===== src/hw/rtl/mgr_pkg.sv =====
// ----------------------------------------------------------------------------
// Graded multiindex rank package
// Sizes, status codes, shared structs and the binomial coefficient table.
// ----------------------------------------------------------------------------
package mgr_pkg;

  // Problem sizes.
  localparam int MAX_DIM   = 8;
  localparam int MAX_TOTAL = 63;
  localparam int NUM_LANES = MAX_DIM;
  localparam int ROM_ROWS  = MAX_TOTAL + MAX_DIM;
  localparam int ROM_COLS  = MAX_DIM + 1;
  localparam int ROW_W     = $clog2(ROM_ROWS);
  localparam int COL_W     = $clog2(ROM_COLS);
  localparam int COMP_W    = 6;
  localparam int MAG_W     = COMP_W - 1;
  localparam int DIM_W     = 4;
  localparam int SUM_W     = 8;
  localparam int COEF_W    = 34;
  localparam int POS_W     = 35;

  // Result status codes.
  localparam logic [1:0] STATUS_OK  = 2'd0;
  localparam logic [1:0] STATUS_NEG = 2'd1;
  localparam logic [1:0] STATUS_BIG = 2'd2;

  typedef logic [COEF_W-1:0] coef_t;
  typedef coef_t [ROM_COLS-1:0] rom_row_t;
  typedef rom_row_t [ROM_ROWS-1:0] rom_t;

  // Table lookup request handed to one lane.
  typedef struct packed {
    logic             active;
    logic [ROW_W-1:0] n;
    logic [COL_W-1:0] k;
  } lane_req_t;

  // Control that travels with an item down the pipeline.
  typedef struct packed {
    logic       valid;
    logic [1:0] status;
  } ctl_t;

  // Pascal triangle, evaluated once at elaboration.
  function automatic rom_t build_rom();
    rom_t rom;
    rom = '0;
    for (int n = 0; n < ROM_ROWS; n++) begin
      rom[n][0] = coef_t'(1);
      for (int k = 1; k < ROM_COLS; k++) begin
        if (k > n) begin
          rom[n][k] = '0;
        end else if (k == n) begin
          rom[n][k] = coef_t'(1);
        end else begin
          rom[n][k] = rom[n-1][k-1] + rom[n-1][k];
        end
      end
    end
    return rom;
  endfunction

endpackage


===== src/hw/rtl/mgr_merge.sv =====
// ----------------------------------------------------------------------------
// Graded rank merge
// Adds the lane terms in a two-level registered tree and drives the result.
// ----------------------------------------------------------------------------
module mgr_merge (
  input  logic                                   clk,
  input  logic                                   rst,
  input  mgr_pkg::coef_t [mgr_pkg::NUM_LANES-1:0] terms,
  input  mgr_pkg::ctl_t                          ctl,
  output logic                                   done,
  output logic signed [mgr_pkg::POS_W-1:0]       position,
  output logic [1:0]                             status
);
  import mgr_pkg::*;

  localparam int PAIRS = (NUM_LANES + 1) / 2;

  logic [PAIRS-1:0][POS_W-1:0] pair_sum;
  logic [PAIRS-1:0][POS_W-1:0] pair_sum_next;
  ctl_t                        pair_ctl;
  logic [POS_W-1:0]            total_next;

  // First level: add neighboring lanes.
  always_comb begin
    for (int p = 0; p < PAIRS; p++) begin
      pair_sum_next[p] = POS_W'(terms[2*p]);
      if (2*p + 1 < NUM_LANES) begin
        pair_sum_next[p] = pair_sum_next[p] + POS_W'(terms[2*p+1]);
      end
    end
  end

  always_ff @(posedge clk) begin
    pair_sum <= pair_sum_next;
    if (rst) begin
      pair_ctl <= '0;
    end else begin
      pair_ctl <= ctl;
    end
  end

  // Second level: add the pair sums.
  always_comb begin
    total_next = '0;
    for (int p = 0; p < PAIRS; p++) begin
      total_next = total_next + pair_sum[p];
    end
  end

  // Output register; failed items report all ones.
  always_ff @(posedge clk) begin
    if (rst) begin
      done <= 1'b0;
    end else begin
      done <= pair_ctl.valid;
    end
    status <= pair_ctl.status;
    if (pair_ctl.status == STATUS_OK) begin
      position <= total_next;
    end else begin
      position <= '1;
    end
  end

endmodule


===== config.mk =====
export PLATFORM = sky130hd
export DESIGN_NAME = mgr_merge
export DESIGN_NICKNAME = d
export VERILOG_FILES = /design/src/hw/rtl/mgr_pkg.sv /design/src/hw/rtl/mgr_merge.sv
export SDC_FILE = /design/constraint.sdc
export NUM_CORES = 1
export LEC_CHECK = 0
export ABC_AREA = 1
export BUFFER_PORTS_ARGS = -buffer_cell sky130_fd_sc_hd__buf_2
export CELL_PAD_IN_SITES_DETAIL_PLACEMENT = 1
export CELL_PAD_IN_SITES_GLOBAL_PLACEMENT = 2
export CORE_MARGIN = 4
export CORE_UTILIZATION = 31
export CTS_CLUSTER_SIZE = 30
export DETAILED_ROUTE_END_ITERATION = 7
export PLACE_DENSITY_LB_ADDON = 0.1
export SLEW_MARGIN = 15
export SYNTH_ARGS = -nofsm -noshare
export SYNTH_HDL_FRONTEND = slang
export SYNTH_SLANG_ARGS = --single-unit
export TNS_END_PERCENT = 10

===== constraint.sdc =====
create_clock -name clk -period 4.15 [get_ports clk]
set_input_delay 0 -clock clk [delete_from_list [all_inputs] [get_ports clk]]
set_output_delay 0 -clock clk [all_outputs]
set_load 0.005 [all_outputs]

# [Word level (Yosys, flattened, before mapping)]
# Index checks and enable logic that the tools add are counted.
[word_totals] output_inout_bits=38 input_bits=277 register_bits=181 wordCells=17
[op_classes] addsub=7 n_reduce_logical=1
[op_table] op="$add A34 B34 Y35" count=4
[op_table] op="$add A35 B35 Y35" count=3
[op_table] op="$logic_not A2 Y1" count=1

# [Longest topological paths before layout]
# Gate-level depths: netlist (run 1).
[logic_depth] depth_word=3 mapped_depth=18 depth_no_buf=18

# [Worst setup path before layout (run 1)]
# OpenSTA, ideal clock, no wires.
[synth_timing] kind="flip-flop to flip-flop" startpoint="reg pair_sum[1] (netlist name)" endpoint="reg position[25] (netlist name)" t_required_ns=4.017 slack_ns=1.188 n_path_buf=0 setup_ns=0.133 arrival_ns=2.828 period_less_slack_ns=2.962 stages_incl_launch_ff=18 cell_sequence="dfxtp_1 > inv_1 > fa_1 > fa_1 > inv_1 > ha_1 > inv_1 > fa_1 > inv_1 > nand2_1 > o21ai_2 > nand2_1 > nand2_1 > nand2_1 > nand2_2 > nand2_1 > nand3_1 > nand3_1"
[synth_via] elab_chain_cells=3
[synth_lines] element="from (decl)" line_no="mgr_merge.sv:18" source="logic [PAIRS-1:0][POS_W-1:0] pair_sum;"
[synth_lines] element="from (signal assigned)" line_no="mgr_merge.sv:34" source="pair_sum <= pair_sum_next;"
[synth_lines] element="$add A35 B35 Y35 (3 in a row)" line_no="mgr_merge.sv:46" source="total_next = total_next + pair_sum[p];"
[synth_lines] element="to (signal assigned)" line_no="mgr_merge.sv:59" source="position <= total_next;"
[synth_lines] element="to (decl)" line_no="mgr_merge.sv:11" source="output logic signed [mgr_pkg::POS_W-1:0] position,"
# No other way between the ends.
# A chain may end at the register's enable or synchronous reset.

# [Worst setup path after layout (run 1)]
# Same ends and word-level chain as after synthesis.

==> impl_metrics.env, run 1 <==
export IMPL_status="completed"
export IMPL_synth_ff_latch_count=181
export IMPL_vias=17450
export IMPL_floorplan_die_area_mm2=0.05881
export IMPL_critPathMaxStageDelay_ns=0.54
export IMPL_antenna_found_initial=0
export IMPL_crit_path_start_kind="register"
export IMPL_crit_chain="inv_1, fa_1, fa_1, inv_1, ha_1, inv_1, fa_1, inv_1, nand2_1, o21ai_2, nand2_1, nand2_1, nand2_1, nand2_2, nand2_1, nand3_1, nand3_1"
export IMPL_avgSynthCellArea_um2=6.545
export IMPL_totalNegativeSetupSlack_ns=0
export IMPL_grt_max_degree=36
export IMPL_nNetsFinal=3482
export IMPL_grt_pass1_vias=18510
export IMPL_finalCriticalPeriod_ns=3.368
export IMPL_synth_warnings=0
export IMPL_grt_pass1_wl_um=105500
export IMPL_total_leakage_power_nw=11.05
export IMPL_grt_overflow=0
export IMPL_cts_resized=0
export IMPL_numCtsBuffers=17
export IMPL_dp_cells=3613
export IMPL_grt_usage_pct=22.79
export IMPL_fin_skew_ns=0.01526
export IMPL_synth_seq_area_share_pct=21.25
export IMPL_p_sw_w=0.007205
export IMPL_fp_dieH_um=242.5
export IMPL_core_mm2=0.05413
export IMPL_critPathRequiredTime_ns=4.48
export IMPL_clock_power_share_pct=11.9
export IMPL_power_frac_comb_pct=70.4
export IMPL_synth_cell_types=35
export IMPL_worstReg2RegStart="pair_sum[1]"
export IMPL_clk_latency_ns=0.45
export IMPL_final_max_slew_violation_count=0
export IMPL_cpMostUsedCell="nand2_1"
export IMPL_layout_cells_non_filler=3673
export IMPL_end_kind="register"
export IMPL_worstPathArrival_ns=3.70
export IMPL_rsz0062_at_grt="false"
export IMPL_path_class="reg2reg"
export IMPL_drive_above_1_share_pct=15.05
export IMPL_hold_violations=0
export IMPL_netSwitchingFraction_pct=53.90
export IMPL_clk_pin_slew_ns=0.08
export IMPL_relSlewSlack_pct=60.87
export IMPL_wirelength_um=67530
export IMPL_path_delay_family="adder cells"
export IMPL_powerDensity_mw_per_mm2=657.4
export IMPL_ctsHtreeMaxLevel=4
export IMPL_layout_commonest_cell="nand2_1"
export IMPL_min_path_type="in2reg"
export IMPL_cp_buffers_inverters=4
export IMPL_cp_max_fo=5
export IMPL_setup_viol_count_final=0
export IMPL_cts_sinks=181
export IMPL_p_int_w=0.006162
export IMPL_tightest_slew_ns=0.5808
export IMPL_synthesis_nets=3124
export IMPL_synthesis_area_mm2=0.01705
export IMPL_fmax_ghz=0.2969
export IMPL_syn_inst=2605
export IMPL_seqPwrFrac_pct=17.7
export IMPL_drt_initial_drc_count=820
export IMPL_drt_pass1_iterations=5
export IMPL_initial_core_util_pct=31.49
export IMPL_syn_to_final_growth_pct=19.28
export IMPL_tritoncts="done"
export IMPL_num_io_pins=315
export IMPL_routedWlPerCell_um=18.39
export IMPL_die_w_um=242.5
export IMPL_cap_violations=0
export IMPL_drc=0
export IMPL_place_hpwl_um=60870
export IMPL_worstHoldStart="terms[188]"
export IMPL_crit_path_top_delay_cell="fa_1"
export IMPL_cp_startpoint="pair_sum[1]"
export IMPL_postCtsSetupBuffers=0
export IMPL_peakVddDrop_uv=365.4
export IMPL_nFillCells=7164
export IMPL_numPortBuffers=314
export IMPL_drtAntennaViolNets=0
export IMPL_row_count=85
export IMPL_cts_root_buf="clkbuf_16"
export IMPL_mostFrequentLayoutCells="nand2_1, inv_1, buf_2"
export IMPL_cts_buffer_depth=2
export IMPL_via_per_inst=4.751
export IMPL_post_route_period_util_pct=81.15
export IMPL_place_gp_congestion=0.8936
export IMPL_postCtsHoldBufs=27
==> worst register-to-register path: stages (launching register included) <==
cell,delay [ns]
dfxtp_1,0.32
inv_1,0.05
fa_1,0.54
fa_1,0.40
inv_1,0.06
ha_1,0.26
inv_1,0.09
fa_1,0.45
inv_1,0.10
nand2_1,0.09
o21ai_2,0.22
nand2_1,0.08
nand2_1,0.13
nand2_1,0.10
nand2_2,0.11
nand2_1,0.09
nand3_1,0.07
nand3_1,0.07
==> Yosys cell counts (all sizes together) <==
library cell	count	area, um^2
nand2	761	2969
inv	454	1704
nor2	277	1131
a21oi	207	1044
dfxtp	181	3623
ha	170	2127
nand3	168	895.9
o21ai	117	596.8
fa	72	1441
xor2	72	630.6
nor3	29	170.2
nand4	27	168.9
a21o	22	165.2
o211ai	12	130.1
xnor2	11	96.34
or2	8	50.05
nor4	4	25.02
o21bai	4	30.03
a21boi	3	22.52
clkbuf	3	11.26
a31oi	2	12.51
clkinv	1	3.750
==> area by class of cell <==
type	count	area (um^2)	share of cell area [%]
antenna	1	2.502	0.01231
clock buffer	19	442.9	2.178
clock inverter	13	130.1	0.6399
inverter	455	1708	8.398
multi-input combinational	1966	11710	57.58
sequential	181	3623	17.82
tap	696	870.8	4.282
timing repair buffer	342	1849	9.094
==> worst paths after layout <==
| path | to | slack (ns) | cells after the start |
|---|---|---|---|
| max | position[25] | 0.78 | 17 |
| max reg2reg | position[25] | 0.78 | 17 |
| min reg2reg | status[0] | 0.37 | 0 |
| min | pair_sum[88] | 0.009 | 3 |
==> power groups by stage <==
stage	logic (W)	registers (W)	clock network, W
detailed placement	0.00933	0.00241	0
CTS	0.00941	0.00237	0.00164
global placement	0.00921	0.00239	0
floorplan	0.00620	0.00237	0
finish	0.00941	0.00236	0.00159
global route	0.0107	0.00241	0.00171
==> metal layers <==
metal  share of wire, %  GRT usage, %  vias up  routed length [um]
met1                 48         31.31     8170               32730
met3                3.4         3.066       45                2285
li1                   -             -     8959                   -
met4                1.9         4.405        0                1253
met2                 46         38.49      275               31260
met5                  0             0        -                   0
==> metrics by stage <==
| stage | util [%] | power (W) | worst slack [ns] | hold WS (ns) | instance area [um^2] |
|---|---|---|---|---|---|
| after CTS | 37.56 | 0.01342 | 0.7655 | 0.004271 | 20330 |
| final | 37.57 | 0.01337 | 0.7821 | 0.008537 | 20340 |
| after floorplan | - | 0.008572 | 1.188 | 0.07118 | 17050 |
| after global placement | 36.00 | 0.01160 | 0.8705 | 0.2069 | 19490 |
| after detailed placement | 36.00 | 0.01174 | 0.7703 | 0.2166 | 19490 |
| after global routing | 37.56 | 0.01484 | 0.4592 | 0.01726 | 20330 |
==> logic make-up (layout without fill, tap and decap cells) <==
group                      count (synthesis)  after routing  share of synthesized area [%]
xor gates and xnor gates                  83             83                          4.264
and+or+nand+nor                         1274           1274                          31.73
AOI/OAI and AO/OA                        367            367                          11.73
adders and majority gates                242            242                          20.93
buffers and inverters                    458            829                          10.08
other                                      0              1                              0
DFF                                      181            181                          21.25
==> registers in the layout, summed over array words and instances (netlist names) <==
register / cells
position: 35
status: 2
pair_ctl: 3
done: 1
pair_sum: 140
(Power assumes the default switching activity.)
==> inputs of run 2 (changes only) <==
--- a/config.mk
+++ b/config.mk
@@ -10,7 +10,7 @@
 export CELL_PAD_IN_SITES_DETAIL_PLACEMENT = 1
 export CELL_PAD_IN_SITES_GLOBAL_PLACEMENT = 2
 export CORE_MARGIN = 4
-export CORE_UTILIZATION = 31
+export CORE_UTILIZATION = 28
 export CTS_CLUSTER_SIZE = 30
 export DETAILED_ROUTE_END_ITERATION = 7
 export PLACE_DENSITY_LB_ADDON = 0.1
==> constraint.sdc (replaced) <==
create_clock -name clk -period 2.71 [get_ports clk]
set_input_delay 0 -clock clk [delete_from_list [all_inputs] [get_ports clk]]
set_output_delay 0 -clock clk [all_outputs]
set_load 0.005 [all_outputs]
==> impl_metrics.env, run 2 (synthesized netlist as in run 1, its figures left out) <==
export IMPL_status="complete, but fails checks"
export IMPL_violations="setup timing"
export IMPL_vias=17800
export IMPL_tightest_slew_ns=0.8558
export IMPL_cp_endpoint="position[14]"
export IMPL_place_gp_congestion=0.8686
export IMPL_path_class="reg2reg"
export IMPL_rsz0062_at_grt="true"
export IMPL_p_sw_w=0.01281
export IMPL_cp_max_fo=3
export IMPL_die_w_um=254.8
export IMPL_total_leakage_power_nw=11.61
export IMPL_nNetsFinal=3587
export IMPL_ctsHtreeMaxLevel=4
export IMPL_cap_violations=0
export IMPL_clock_power_share_pct=10.6
export IMPL_cpMostUsedCell="inv_1"
export IMPL_relSlewSlack_pct=42.35
export IMPL_worstPathArrival_ns=3.32
export IMPL_cts_buffer_depth=2
export IMPL_critPathRequiredTime_ns=3.08
export IMPL_seqPwrFrac_pct=14.4
export IMPL_antenna_found_initial=2
export IMPL_clk_latency_ns=0.47
export IMPL_tritoncts="done"
export IMPL_clk_pin_slew_ns=0.09
export IMPL_seq_area_mm2=0.003625
export IMPL_layout_commonest_cell="nand2_1"
export IMPL_end_kind="register"
export IMPL_row_count=90
export IMPL_min_path_type="in2reg"
export IMPL_syn_to_final_growth_pct=28.09
export IMPL_reg_top3="pair_sum (140), position (35), pair_ctl (3)"
export IMPL_top_register="pair_sum"
export IMPL_routedWlPerCell_um=18.43
export IMPL_drtAntennaViolNets=0
export IMPL_place_hpwl_um=63670
export IMPL_crit_path_start_kind="register"
export IMPL_num_io_pins=315
export IMPL_peakVddDrop_uv=701.0
export IMPL_hold_violations=0
export IMPL_cts_sinks=181
export IMPL_finalCriticalPeriod_ns=2.946
export IMPL_final_max_slew_violation_count=0
export IMPL_core_mm2=0.06036
export IMPL_largest_register_ff_count=140
export IMPL_nFillCells=7809
export IMPL_p_int_w=0.01254
export IMPL_multiInputGateArea_mm2=0.01218
export IMPL_drive_above_1_share_pct=20.25
export IMPL_initial_core_util_pct=28.25
export IMPL_drt_pass1_iterations=5
export IMPL_fin_util_pct=36.18
export IMPL_worst_r2r_path_depth=14
export IMPL_crit_chain="inv_1, fa_1, fa_2, inv_1, ha_1, nand2_1, nor2_2, nand2_1, nand3_2, nand3_1, nand2_2, inv_1, or2_0, nand3_1"
export IMPL_drt_initial_drc_count=648
export IMPL_grt_usage_pct=21.91
export IMPL_critPathMaxStageDelay_ns=0.59
export IMPL_setup_slack_ns=-0.2360
export IMPL_numPortBuffers=314
export IMPL_grt_max_degree=36
export IMPL_netSwitchingFraction_pct=50.55
export IMPL_grt_overflow=0
export IMPL_fp_dieH_um=254.8
export IMPL_timing_rr_end="position[14]"
export IMPL_wirelength_um=71180
export IMPL_powerDensity_mw_per_mm2=1161
export IMPL_r2r_setup_slack_ns=-0.24
export IMPL_mostFrequentLayoutCells="nand2_1, inv_1, buf_2"
export IMPL_cts_root_buf="clkbuf_16"
export IMPL_totalPowerFinal_w=0.02535
export IMPL_diodes=0
export IMPL_via_per_inst=4.609
export IMPL_floorplan_die_area_mm2=0.06490
export IMPL_post_route_period_util_pct=108.7
export IMPL_setup_viol_count_final=28
export IMPL_fmax_ghz=0.3394
export IMPL_worstReg2RegStart="pair_sum[2]"
export IMPL_numCtsBuffers=17
export IMPL_totalNegativeSetupSlack_ns=-4.013
export IMPL_crit_path_top_delay_cell="fa_2"
export IMPL_power_frac_comb_pct=75.1
export IMPL_grt_pass1_wl_um=109400
export IMPL_grt_pass1_vias=19200
export IMPL_drc=0
export IMPL_cp_startpoint="pair_sum[2]"
export IMPL_fin_skew_ns=0.02510
run 2: cell count changes in the layout (fill, tap and decap cells not counted), moves of 10 or more:
cell,change
buf_4,+80
dlygate4sd3_1,+24
nand2_1,-22
ha_1,-21
nand2_2,+18
a21oi_1,-17
a21oi_2,+16
ha_4,+16
nor2_1,-12
nor2_2,+10
run 2: metal layers:
| layer | track usage (%) | part of all wire, % | up-vias |
|---|---|---|---|
| met4 | 4.677 | 1.9 | 0 |
| met5 | 0 | 0 | - |
| li1 | - | - | 9172 |
| met1 | 30.83 | 50 | 8376 |
| met3 | 2.040 | 2.1 | 38 |
| met2 | 36.72 | 46 | 217 |
run 2: layout make-up:
class	instances	share of cell area [%]
multi-input combinational	1966	55.78
sequential	181	16.60
clock buffer	17	1.948
clock inverter	15	0.9970
inverter	455	7.821
tap	782	4.481
timing repair buffer	447	12.37
run 2: what timing repair did:
action,in CTS,in global routing
hold buffers,51,0
endpoints found under the hold margin,31,0
resized for setup,76,29
endpoints found under the setup margin,30,30
pin swaps,19,9
gates cloned,0,0
setup buffers,6,5
run 2: worst min-delay path by stage:
stage,from,to,slack [ns],cells after the start
after floorplan,rst,pair_ctl[0],0.07,1
after global routing,terms[250],pair_sum[117],0.02,3
after CTS,terms[147],pair_sum[81],0.002,3
after detailed placement,ctl[1],pair_ctl[1],0.22,3
after global placement,ctl[2],pair_ctl[2],0.21,3
final,terms[169],pair_sum[103],0.002,4
run 2: critical path: cells and delay by family, from the launching register on:
family	cells	cell delay, ns
flip-flops	1	0.32
adder cells (fa/ha/maj)	3	1.38
buffers and inverters	3	0.17
AND/OR/NAND/NOR	8	0.97
run 2: metrics by stage:
step	area [um^2]	cells	setup slack [ns]	hold WS (ns)
6_report	21840	3863	-0.2360	0.001628
3_5_place_dp	20150	3769	-0.2824	0.2191
2_1_floorplan	17070	2605	-0.1013	0.07118
5_1_grt	21840	3863	-0.4214	0.01849
4_1_cts	21680	3858	-0.1908	0.002123
3_3_place_gp	20150	3769	-0.2975	0.2073
run 2: power groups by stage:
| stage | Sequential, W | Combinational [W] | Clock (W) |
|---|---|---|---|
| floorplan | 0.00364 | 0.00957 | 0 |
| detailed placement | 0.00371 | 0.0167 | 0 |
| global placement | 0.00369 | 0.0165 | 0 |
| finish | 0.00364 | 0.0190 | 0.00268 |
| global route | 0.00371 | 0.0212 | 0.00286 |
| CTS | 0.00366 | 0.0185 | 0.00276 |
==> inputs of run 3 (changes only) <==
--- a/config.mk
+++ b/config.mk
@@ -5,12 +5,11 @@
 export SDC_FILE = /design/constraint.sdc
 export NUM_CORES = 1
 export LEC_CHECK = 0
-export ABC_AREA = 1
 export BUFFER_PORTS_ARGS = -buffer_cell sky130_fd_sc_hd__buf_2
 export CELL_PAD_IN_SITES_DETAIL_PLACEMENT = 1
 export CELL_PAD_IN_SITES_GLOBAL_PLACEMENT = 2
 export CORE_MARGIN = 4
-export CORE_UTILIZATION = 28
+export CORE_UTILIZATION = 30
 export CTS_CLUSTER_SIZE = 30
 export DETAILED_ROUTE_END_ITERATION = 7
 export PLACE_DENSITY_LB_ADDON = 0.1
==> impl_metrics.env, run 3 <==
export IMPL_largest_register_ff_count=140
export IMPL_drive_above_1_share_pct=27.69
export IMPL_die_w_um=229.4
export IMPL_crit_path_top_delay_cell="fa_1"
export IMPL_multiInputGateArea_mm2=0.01047
export IMPL_grt_max_degree=33
export IMPL_seq_area_mm2=0.003630
export IMPL_grt_pass1_vias=15190
export IMPL_cts_sinks=181
export IMPL_grt_pass1_wl_um=84170
export IMPL_nFillCells=5794
export IMPL_diodes=0
export IMPL_synth_seq_area_share_pct=24.64
export IMPL_synth_ff_latch_count=181
export IMPL_synth_xor_area_share_pct=8.933
export IMPL_setup_slack_ns=-0.8433
export IMPL_setup_viol_count_final=30
export IMPL_synth_compound_area_share_pct=21.42
export IMPL_critPathMaxStageDelay_ns=0.52
export IMPL_peakVddDrop_uv=657.8
export IMPL_total_leakage_power_nw=9.931
export IMPL_avgSynthCellArea_um2=8.590
export IMPL_dpl_cell_area_mm2=0.01816
export IMPL_synthArstFlopShare_pct=0
export IMPL_grt_usage_pct=20.08
export IMPL_top_register="pair_sum"
export IMPL_crit_path_start_kind="register"
export IMPL_cts_buffer_depth=2
export IMPL_fin_util_pct=41.88
export IMPL_via_per_inst=4.673
export IMPL_r2r_setup_slack_ns=-0.84
export IMPL_fp_dieH_um=229.4
export IMPL_path_class="reg2reg"
export IMPL_place_hpwl_um=45040
export IMPL_initial_core_util_pct=30.55
export IMPL_yosysMostFrequentCell="inv_1"
export IMPL_cp_max_fo=2
export IMPL_relSlewSlack_pct=54.59
export IMPL_critPathRequiredTime_ns=3.05
export IMPL_finalCriticalPeriod_ns=3.553
export IMPL_drt_initial_drc_count=562
export IMPL_synth_top_family_by_area="adder cells"
export IMPL_tritoncts="done"
export IMPL_final_max_slew_violation_count=0
export IMPL_clk_pin_slew_ns=0.07
export IMPL_drt_pass1_iterations=5
export IMPL_end_kind="register"
export IMPL_status="complete, but fails checks"
export IMPL_min_to="pair_sum[98]"
export IMPL_synthesis_nets=2231
export IMPL_row_count=80
export IMPL_grt_overflow=0
export IMPL_mostFrequentLayoutCells="buf_2, inv_1, dfxtp_1"
export IMPL_synthFlopType="dfxtp_1"
export IMPL_numCtsBuffers=17
export IMPL_layout_cells_non_filler=2946
export IMPL_wirelength_um=53100
export IMPL_powerDensity_mw_per_mm2=1266
export IMPL_reg_top3="pair_sum (140), position (35), pair_ctl (3)"
export IMPL_synth_top_cell_area_share_pct=24.64
export IMPL_clk_latency_ns=0.46
export IMPL_worstHoldStart="terms[164]"
export IMPL_synth_common_cells="inv_1, dfxtp_1, ha_1"
export IMPL_totalNegativeSetupSlack_ns=-17.14
export IMPL_drc=0
export IMPL_post_route_period_util_pct=131.1
export IMPL_vias=13770
export IMPL_synthAdderAreaFrac_pct=24.26
export IMPL_fmax_ghz=0.2814
export IMPL_cpMostUsedCell="a21o_1"
export IMPL_routedWlPerCell_um=18.02
export IMPL_core_mm2=0.04815
export IMPL_worstReg2RegStart="pair_sum[26]"
export IMPL_cts_root_buf="clkbuf_16"
export IMPL_synthTopCellsByArea="dfxtp_1, ha_1, fa_1"
export IMPL_worstPathArrival_ns=3.89
export IMPL_synthesis_area_mm2=0.01471
export IMPL_synth_cell_types=87
export IMPL_place_gp_congestion=0.8398
export IMPL_layout_commonest_cell="buf_2"
export IMPL_antenna_found_initial=0
export IMPL_rsz0062_at_grt="true"
export IMPL_numPortBuffers=314
export IMPL_min_path_type="in2reg"
export IMPL_holdPathStages=3
export IMPL_synth_warnings=0
export IMPL_tightest_slew_ns=0.6763
export IMPL_hold_violations=0
export IMPL_drtAntennaViolNets=0
export IMPL_muxShareOfSynthArea_pct=0.1361
export IMPL_synth_edf_count=0
export IMPL_pre_cts_ws_ns=-1.188
export IMPL_violations="setup timing"
export IMPL_dp_cells=2811
export IMPL_finalInstanceArea_mm2=0.02017
export IMPL_floorplan_die_area_mm2=0.05263
export IMPL_crit_chain="inv_1, fa_1, fa_1, inv_1, ha_1, a21o_1, a21o_1, a21o_1, a21o_1, a221oi_1, o221ai_1, a31oi_1, xor2_1, nand2_1"
export IMPL_fin_skew_ns=0.01848
export IMPL_num_io_pins=315
export IMPL_timing_rr_end="position[33]"
export IMPL_syn_inst=1712
export IMPL_cap_violations=0
export IMPL_synthSimpleGateAreaFrac_pct=13.47
export IMPL_worst_r2r_path_depth=14
export IMPL_syn_to_final_growth_pct=37.12
export IMPL_nNetsFinal=2797
export IMPL_ctsHtreeMaxLevel=4
export IMPL_yosys_area_top_type="dfxtp_1"
## run 3: cell count changes in the layout (fill, tap and decap cells not counted), moves of 90 or more
| cell | change |
|---|---|
| xnor2_1 | +91 |
| nand3_1 | -114 |
| inv_1 | -229 |
| buf_4 | +90 |
| nand2_1 | -593 |
| nor2_1 | -155 |
## run 3: power by group
part / total [W] / internal, W / leakage [nW] / switching, W
clock: 0.00245 / 0.00133 / 0.274 / 0.00112
combinational: 0.0194 / 0.00964 / 8.13 / 0.00973
sequential: 0.00371 / 0.00345 / 1.52 / 0.000264
total: 0.0255 / 0.0144 / 9.93 / 0.0111
## run 3: cell type report
cell class	count	area share (%)
sequential	181	18.00
tap	656	4.070
inverter	228	4.244
clock inverter	11	0.5088
multi-input combinational	1269	51.91
clock buffer	20	2.314
timing repair buffer	581	18.96
## run 3: cell families after synthesis
kind of cell | count (synthesis)
DFF | 181
adders and majority gates | 242
AOI/OAI and AO/OA | 477
and+or+nand+nor | 398
muxes | 2
buffers and inverters | 262
xor gates and xnor gates | 150
## run 3: worst max path at each step
stage,depth (start not counted),end,start,slack [ns]
after floorplan,16,position[31],pair_sum[71],-0.78
after detailed placement,14,position[34],pair_sum[2],-1.19
after CTS,18,position[29],pair_sum[1],-0.86
after global placement,14,position[34],pair_sum[2],-1.08
after global routing,18,position[29],pair_sum[1],-1.03
final,14,position[33],pair_sum[26],-0.84
## run 3: worst max-delay path: cells and delay by family, from the launching register on
kind,cells,cell delay [ns]
fa+ha+maj,3,1.30
xor+xnor,1,0.16
buf+inv,2,0.11
flops,1,0.32
compound gates,7,1.50
simple gates,1,0.06
## run 3: through the flow
step,hold slack [ns],total power [W]
finish,0.007171,0.02554
global route,0.005635,0.02792
CTS,0.0004396,0.02415
detailed placement,0.2143,0.02075
global placement,0.2121,0.02054
floorplan,0.07161,0.01383
## run 3: repair_timing
action	CTS	global route
endpoints found under the setup margin	31	45
endpoints found under the hold margin	59	0
resized for setup	33	62
pin swaps	24	38
gates cloned	0	0
buffers inserted	4	9
hold buffers	91	0
## run 3: routing by layer
metal  track usage [%]  wire [um]
met5                 0          0
met4             3.880        671
met3             2.845       1455
met2             33.59      24930
met1             27.78      26040
